[config.mk]
export PLATFORM = sky130hd
export DESIGN_NAME = paired_queue_id_table_unit
export DESIGN_NICKNAME = d
export VERILOG_FILES = /design/src/design/pqid_pkg.sv /design/src/design/pqid_prio_enc.sv /design/src/design/paired_queue_id_table_unit.sv
export SDC_FILE = /design/constraint.sdc
export NUM_CORES = 2
export LEC_CHECK = 0
export BUFFER_PORTS_ARGS = -buffer_cell sky130_fd_sc_hd__buf_2
export CELL_PAD_IN_SITES_DETAIL_PLACEMENT = 0
export CELL_PAD_IN_SITES_GLOBAL_PLACEMENT = 1
export CORE_ASPECT_RATIO = 1.5
export CORE_MARGIN = 4
export CORE_UTILIZATION = 45
export DETAILED_ROUTE_END_ITERATION = 12
export PLACE_DENSITY_LB_ADDON = 0.1
export SLEW_MARGIN = 20
export SYNTH_ARGS = -nofsm -noshare
export SYNTH_HDL_FRONTEND = slang
export SYNTH_HIERARCHICAL = 1
export SYNTH_SLANG_ARGS = --single-unit
[constraint.sdc]
create_clock -name clk -period 25.3 [get_ports clk]
set_input_delay 2.53 -clock clk [delete_from_list [all_inputs] [get_ports clk]]
set_output_delay 2.53 -clock clk [all_outputs]
set_load 0.01 [all_outputs]
[src/design/pqid_pkg.sv]
package pqid_pkg;

  typedef enum logic [2:0] {
    OP_ADD_CQ    = 3'd0,
    OP_ADD_SQ    = 3'd1,
    OP_FIND_CQ   = 3'd2,
    OP_FIND_SQ   = 3'd3,
    OP_REMOVE_CQ = 3'd4,
    OP_REMOVE_SQ = 3'd5,
    OP_PROBE_CQ  = 3'd6,
    OP_PROBE_SQ  = 3'd7
  } op_t;

  typedef enum logic [2:0] {
    ST_IDLE = 3'b001,
    ST_EXEC = 3'b010,
    ST_RESP = 3'b100
  } state_t;

  localparam int unsigned QID_BITS  = 16;
  localparam int unsigned SLOT_BITS = 8;
  localparam int unsigned WORD_BITS = 64;

endpackage

[src/design/pqid_prio_enc.sv]
module pqid_prio_enc #(
  parameter int unsigned N = 16,
  parameter int unsigned W = 4
) (
  input  logic [N-1:0] vec,
  output logic [W-1:0] idx,
  output logic         any
);

  // lowest set bit wins
  always_comb begin
    idx = '0;
    for (int i = N - 1; i >= 0; i--) begin
      if (vec[i]) begin
        idx = W'(i);
      end
    end
  end

  assign any = |vec;

endmodule

[src/design/paired_queue_id_table_unit.sv]
// channel | signals                                            | word
// in      | in_valid, in_ready, req_type, key_qid, new_sq_qid, | one request
//         | probe_slot, attr_in                                |
// out     | out_valid, out_ready, ok, slot_out, attr_out       | one result
//
// a result is built in steps once its word is accepted: the accept edge captures
// the match vectors, the update step encodes the slot, updates the tables and reads the
// attribute memory, and the response step loads the output register.
// one word in flight; in_ready only when idle, so a new word waits until the response step is done.
// reset clears both id tables at once; no clearing pass, attributes are not reset.
// an untaken result holds the output register and the next one waits in the last step.
module paired_queue_id_table_unit #(
  parameter int unsigned QUEUE_SLOTS = 16,
  parameter int unsigned ATTR_BITS   = 64
) (
  input  logic                            clk,
  input  logic                            rst,
  input  logic                            in_valid,
  output logic                            in_ready,
  input  logic [2:0]                      req_type,
  input  logic [pqid_pkg::QID_BITS-1:0]   key_qid,
  input  logic [pqid_pkg::QID_BITS-1:0]   new_sq_qid,
  input  logic [pqid_pkg::SLOT_BITS-1:0]  probe_slot,
  input  logic [pqid_pkg::WORD_BITS-1:0]  attr_in,
  output logic                            out_valid,
  input  logic                            out_ready,
  output logic                            ok,
  output logic [pqid_pkg::SLOT_BITS-1:0]  slot_out,
  output logic [pqid_pkg::WORD_BITS-1:0]  attr_out
);

  localparam int unsigned SLOT_W = (QUEUE_SLOTS > 1) ? $clog2(QUEUE_SLOTS) : 1;

  pqid_pkg::state_t state, state_next;

  logic [pqid_pkg::QID_BITS-1:0] cq_ids [QUEUE_SLOTS];
  logic [pqid_pkg::QID_BITS-1:0] sq_ids [QUEUE_SLOTS];
  logic [ATTR_BITS-1:0]          cq_attr_mem [QUEUE_SLOTS];
  logic [ATTR_BITS-1:0]          sq_attr_mem [QUEUE_SLOTS];
  logic [ATTR_BITS-1:0]          cq_rd;
  logic [ATTR_BITS-1:0]          sq_rd;

  // captured request
  pqid_pkg::op_t                 op;
  logic [pqid_pkg::QID_BITS-1:0] key;
  logic [pqid_pkg::QID_BITS-1:0] new_sq;
  logic [ATTR_BITS-1:0]          attr;
  logic [SLOT_W-1:0]             probe_idx;
  logic [QUEUE_SLOTS-1:0]        sel_vec;
  logic [QUEUE_SLOTS-1:0]        sq_free_vec;
  logic                          pre_ok;

  // result of the update step
  logic                          res_ok;
  logic [SLOT_W-1:0]             res_slot;
  logic                          res_find;
  logic                          res_sq;

  logic [QUEUE_SLOTS-1:0] cq_hit, sq_hit, cq_free, sq_free;
  logic [QUEUE_SLOTS-1:0] sel_in;
  logic                   pre_ok_in;
  logic                   probe_hit;
  logic [SLOT_W-1:0]      probe_in;
  logic [SLOT_W-1:0]      enc_slot;
  logic                   enc_any;
  logic                   exec_ok;
  logic [SLOT_W-1:0]      exec_slot;
  logic                   in_fire;
  logic                   resp_go;
  pqid_pkg::op_t          req_op;

  assign req_op   = pqid_pkg::op_t'(req_type);
  assign in_ready = (state == pqid_pkg::ST_IDLE);
  assign in_fire  = in_valid && in_ready;
  assign resp_go  = (state == pqid_pkg::ST_RESP) && (!out_valid || out_ready);
  assign probe_in = probe_slot[SLOT_W-1:0];

  always_comb begin
    for (int i = 0; i < QUEUE_SLOTS; i++) begin
      cq_hit[i]  = (key_qid != '0) && (cq_ids[i] == key_qid);
      sq_hit[i]  = (key_qid != '0) && (sq_ids[i] == key_qid);
      cq_free[i] = (cq_ids[i] == '0);
      sq_free[i] = (sq_ids[i] == '0);
    end
  end

  always_comb begin
    probe_hit = 1'b0;
    if ({1'b0, probe_slot} < (pqid_pkg::SLOT_BITS + 1)'(QUEUE_SLOTS)) begin
      if (req_op == pqid_pkg::OP_PROBE_CQ) begin
        probe_hit = (cq_ids[probe_in] != '0);
      end else begin
        probe_hit = (sq_ids[probe_in] != '0);
      end
    end
  end

  always_comb begin
    sel_in    = sq_hit;
    pre_ok_in = 1'b1;
    unique case (req_op)
      pqid_pkg::OP_ADD_CQ: begin
        sel_in    = cq_free;
        pre_ok_in = (key_qid != '0) && !(|cq_hit);
      end
      pqid_pkg::OP_ADD_SQ,
      pqid_pkg::OP_FIND_CQ,
      pqid_pkg::OP_REMOVE_CQ: sel_in = cq_hit;
      pqid_pkg::OP_FIND_SQ,
      pqid_pkg::OP_REMOVE_SQ: sel_in = sq_hit;
      pqid_pkg::OP_PROBE_CQ,
      pqid_pkg::OP_PROBE_SQ:  pre_ok_in = probe_hit;
      default: begin
        sel_in    = sq_hit;
        pre_ok_in = 1'b1;
      end
    endcase
  end

  pqid_prio_enc #(
    .N (QUEUE_SLOTS),
    .W (SLOT_W)
  ) u_enc (
    .vec (sel_vec),
    .idx (enc_slot),
    .any (enc_any)
  );

  always_comb begin
    exec_ok   = enc_any;
    exec_slot = enc_slot;
    unique case (op)
      pqid_pkg::OP_ADD_CQ:    exec_ok = pre_ok && enc_any;
      pqid_pkg::OP_ADD_SQ:    exec_ok = enc_any && sq_free_vec[enc_slot];
      pqid_pkg::OP_FIND_CQ,
      pqid_pkg::OP_FIND_SQ,
      pqid_pkg::OP_REMOVE_CQ,
      pqid_pkg::OP_REMOVE_SQ: exec_ok = enc_any;
      pqid_pkg::OP_PROBE_CQ,
      pqid_pkg::OP_PROBE_SQ: begin
        exec_ok   = pre_ok;
        exec_slot = probe_idx;
      end
      default: exec_ok = enc_any;
    endcase
  end

  always_comb begin
    state_next = state;
    unique case (state)
      pqid_pkg::ST_IDLE: if (in_fire) state_next = pqid_pkg::ST_EXEC;
      pqid_pkg::ST_EXEC: state_next = pqid_pkg::ST_RESP;
      pqid_pkg::ST_RESP: if (resp_go) state_next = pqid_pkg::ST_IDLE;
      default:           state_next = pqid_pkg::ST_IDLE;
    endcase
  end

  always_ff @(posedge clk) begin
    if (rst) begin
      state <= pqid_pkg::ST_IDLE;
    end else begin
      state <= state_next;
    end
  end

  always_ff @(posedge clk) begin
    if (in_fire) begin
      op          <= req_op;
      key         <= key_qid;
      new_sq      <= new_sq_qid;
      attr        <= attr_in[ATTR_BITS-1:0];
      probe_idx   <= probe_in;
      sel_vec     <= sel_in;
      sq_free_vec <= sq_free;
      pre_ok      <= pre_ok_in;
    end
  end

  // id tables, cleared by reset
  always_ff @(posedge clk) begin
    if (rst) begin
      for (int i = 0; i < QUEUE_SLOTS; i++) begin
        cq_ids[i] <= '0;
        sq_ids[i] <= '0;
      end
    end else if (state == pqid_pkg::ST_EXEC && exec_ok) begin
      unique case (op)
        pqid_pkg::OP_ADD_CQ:    cq_ids[exec_slot] <= key;
        pqid_pkg::OP_ADD_SQ:    sq_ids[exec_slot] <= new_sq;
        pqid_pkg::OP_REMOVE_CQ: cq_ids[exec_slot] <= '0;
        pqid_pkg::OP_REMOVE_SQ: sq_ids[exec_slot] <= '0;
        default: ;
      endcase
    end
  end

  // attribute memories, registered read
  always_ff @(posedge clk) begin
    if (state == pqid_pkg::ST_EXEC && exec_ok && op == pqid_pkg::OP_ADD_CQ) begin
      cq_attr_mem[exec_slot] <= attr;
    end
    cq_rd <= cq_attr_mem[enc_slot];
  end

  always_ff @(posedge clk) begin
    if (state == pqid_pkg::ST_EXEC && exec_ok && op == pqid_pkg::OP_ADD_SQ) begin
      sq_attr_mem[exec_slot] <= attr;
    end
    sq_rd <= sq_attr_mem[enc_slot];
  end

  always_ff @(posedge clk) begin
    if (state == pqid_pkg::ST_EXEC) begin
      res_ok   <= exec_ok;
      res_slot <= exec_ok ? exec_slot : '0;
      res_find <= exec_ok && (op == pqid_pkg::OP_FIND_CQ || op == pqid_pkg::OP_FIND_SQ);
      res_sq   <= (op == pqid_pkg::OP_FIND_SQ);
    end
  end

  always_ff @(posedge clk) begin
    if (rst) begin
      out_valid <= 1'b0;
    end else if (resp_go) begin
      out_valid <= 1'b1;
    end else if (out_ready) begin
      out_valid <= 1'b0;
    end
  end

  always_ff @(posedge clk) begin
    if (resp_go) begin
      ok       <= res_ok;
      slot_out <= pqid_pkg::SLOT_BITS'(res_slot);
      if (res_find) begin
        attr_out <= pqid_pkg::WORD_BITS'(res_sq ? sq_rd : cq_rd);
      end else begin
        attr_out <= '0;
      end
    end
  end

`ifndef SYNTHESIS
  a_fail_clean: assert property (@(posedge clk) disable iff (rst)
    out_valid && !ok |-> slot_out == '0 && attr_out == '0)
    else $error("failed result carries slot or attribute");

  a_accept_exec: assert property (@(posedge clk) disable iff (rst)
    in_valid && in_ready |=> state == pqid_pkg::ST_EXEC)
    else $error("accepted word did not move to update step");

  a_add_cq_written: assert property (@(posedge clk) disable iff (rst)
    state == pqid_pkg::ST_EXEC && exec_ok && op == pqid_pkg::OP_ADD_CQ
    |=> cq_ids[$past(exec_slot)] == $past(key))
    else $error("added completion queue id not stored");

  a_attr_only_on_find: assert property (@(posedge clk) disable iff (rst)
    state == pqid_pkg::ST_EXEC && !exec_ok |=> !res_find && res_slot == '0)
    else $error("failed request marked as find hit");
`endif

endmodule

==> impl_metrics.toml <==
[outcome]
outcome = "complete, no violations"

[logic_synthesis]
count_of_different_cell_masters_after_synthesis = 55
synth_edf_count = 2772
post_synthesis_register_bit_count = 2904
ys_warn_count = 6
syn_inst = 5925
postSynth.asyncResetShare = 0
yosys-top-cells-area = "edfxtp_1, mux4_2, xnor2_1"
postSynth.topFlopCell = "edfxtp_1"
synth_top_cells_by_count = "edfxtp_1, mux4_2, nor2_1"
synthesis.area_um2 = 114300
synth_top_cell_area_share = 0.7284
yosysSeqAreaShare = 0.7515
synth.avg_cell_area_um2 = 19.29
yosys.area.top_type = "edfxtp_1"
synth.most_common_cell = "edfxtp_1"

[route]
dr.pass1.iters = 5
route.final.wire_length_um = 323600
num_vias = 58100
post-route-drc-count = 0
drt-wirelength-per-cell_um = 33.27
drt-initial-drc-count = 5618
route.detailed.vias_per_inst = 5.972
detail-route-antenna-nets = 0

[worst_setup_path]
worstPathMaxFanout = 112
critPathLaunchType = "flip-flop"
timing.critical_path.arrival_ns = 6.87
endpoint_kind = "flip-flop"
worst-setup-path-type = "flip-flop to flip-flop"
timing.critical_path.required_ns = 25.73
rrSetupSlack_ns = 18.86

[power_and_ir_drop]
power.leakage_uw = 0.03984
cellPowerDensity_nw_per_um2 = 80.23
max-vdd-ir-drop_uv = 55.17

[timing]
tns_ns = 0
clock-skew-final_ns = 0.04892
worstMarginPinSlew_ns = 1.141
min_period_ns = 6.441
finalSetupViolations = 0
normalized_max_slew_margin = 0.2333
slew_viol_final = 0
finalHoldViolCount = 0
rsz_0062_raised_after_global_routing = "false"
fin_crit_sh = 0.2546
whs_ns = 0.4189
achievable-frequency_mhz = 155.3

[placement]
io_buffer_count = 181
dpl-instance-area_um2 = 119400
globalplace.congestion = 0.8637
dp_hpwl_um = 175600

[clock_tree]
cts_num_sinks = 2904
number_of_buffers_between_clock_root_and_the_deepest_sink = 4
cts-buffers-inserted = 293
worst_setup_hold_path_clk_slew_ns = 0.06
postCtsSetupRepairBufs = 0
cts_tree = "yes"
clock_insertion_delay_worst_skew_ns = 0.85
ctsHoldBuffers = 0
cts.htree.levels = 5
cts_resized = 0
cts_root_buffer = "clkbuf_16"

[finish]
area_delta_synth_final_pct = 12.80
final_layout_size_suffix_gt1_frac = 0.2241
finish.net_count = 6300
postLayoutCellArea_um2 = 128900

[grt]
grt_max_degree = 147
first_global_vias = 60590
groute.usage.overall = 0.2464
grt_pass1_wl_um = 455600
initial_antenna_violation_count = 12
grt_overflow = 0

[floorplanning]
ioPinCount = 186
design.die.area_um2 = 262200
core_region_area_um2 = 252800
fp-row-count = 226
floorplan.die.height_um = 625.2
starting_density_of_the_core = 0.4521
floorplan.die.width_um = 419.5

[worst_hold_path]
min-delay-path-class = "flip-flop to flip-flop"

[flow_run]
cap_viol_max_count = 0
[cells in the final DEF, fill, tap and decap left out, types with 21 or more instances in the layout]
cell / synthesis / routed
edfxtp_1: 2772 / 2772
mux4_2: 631 / 631
xnor2_1: 456 / 456
nor2_1: 466 / 440
clkbuf_16: 0 / 307
buf_2: 63 / 181
nor4_1: 170 / 156
nand3_1: 147 / 147
nor3_1: 152 / 144
dfxtp_1: 132 / 132
nand4_1: 130 / 130
buf_4: 8 / 120
mux2i_1: 93 / 93
nor2b_1: 87 / 85
nand2_1: 79 / 79
clkbuf_1: 189 / 65
xor2_1: 57 / 57
clkinv_2: 0 / 57
clkinv_1: 1 / 39
a21oi_1: 38 / 38
a21o_1: 33 / 32
a211oi_1: 22 / 22
nor2_4: 0 / 22
bufinv_16: 0 / 21
[state kept, by name (all words and copies together) (netlist names)]
signal       cells
probe_idx        4
slot_out         4
new_sq          16
sq_free_vec     16
cq_rd           64
op               3
attr_out        64
pre_ok           1
res_sq           1
sq_rd           64
res_find         1
out_valid        1
sel_vec         16
sq_ids         256
key             16
cq_ids         256
attr            64
res_slot         4
sq_attr_mem   1024
ok               1
cq_attr_mem   1024
state            3
res_ok           1
[per-stage QoR]
stage	power [µW]	utilization	worst slack [ns]	cells
5_1_grt	10690	0.5099	18.50	9728
4_1_cts	10440	0.5097	18.75	9724
3_3_place_gp	6134	0.4722	18.77	9195
2_1_floorplan	5928	-	16.25	5928
3_5_place_dp	6141	0.4723	18.76	9197
6_report	10340	0.5099	18.86	9729
[worst max-delay path, cell delays in order (launching register included)]
cell	delay (ns)
edfxtp_1	0.43
nor4_2	0.34
nand3_1	0.19
a31oi_4	0.20
buf_12	0.72
mux4_2	0.42
mux2i_1	0.15
mux2i_1	0.09
o21ai_1	0.22
a21o_4	0.55
or2_4	0.78
buf_4	0.83
nor2_4	0
buf_4	0.36
buf_4	0.56
[worst paths after layout]
| check | cells after the start | to | start |
|---|---|---|---|
| setup reg to reg | 14 | sq_attr_mem[12][16]$_DFFE_PP_ | sel_vec[4]$_DFFE_PP_ |
| hold / removal | 0 | ok$_DFFE_PP_ | res_ok$_DFFE_PP_ |
| setup / recovery | 14 | sq_attr_mem[12][16]$_DFFE_PP_ | sel_vec[4]$_DFFE_PP_ |
| hold reg to reg | 0 | ok$_DFFE_PP_ | res_ok$_DFFE_PP_ |
[metal layers]
metal,global-route usage,part of all wire,vias up
li1,-,-,24280
met1,0.3117,0.38,31230
met5,0,0.00011,-
met3,0.03262,0.053,548
met4,0.08478,0.038,8
met2,0.4374,0.53,2032
[logic make-up (layout without fill, tap and decap cells)]
group | Yosys count | in the layout | share of synthesized area
xor+xnor | 513 | 513 | 0.03932
compound gates | 145 | 145 | 0.008343
flops | 2904 | 2904 | 0.7515
simple gates | 1276 | 1276 | 0.05505
mux | 725 | 725 | 0.1326
other cells | 1 | 6 | 0.00003281
buf+inv | 361 | 854 | 0.01314
[layout make-up]
| class | instances | area [µm²] |
|---|---|---|
| fill | 20520 | 123900 |
| sequential | 2904 | 85880 |
| antenna | 2 | 5.005 |
| timing repair buffer | 317 | 2120 |
| clock inverter | 136 | 1252 |
| tap | 3306 | 4136 |
| inverter | 10 | 37.54 |
| multi-input combinational | 2663 | 27290 |
| clock buffer | 391 | 8188 |
[power by group]
group,total (µW),switching [µW],internal (µW)
Combinational,575,322,252
Sequential,5450,101,5350
Clock,4320,1820,2490
Total,10300,2240,8100
No activity file was read; power rests on OpenSTA's default activity.
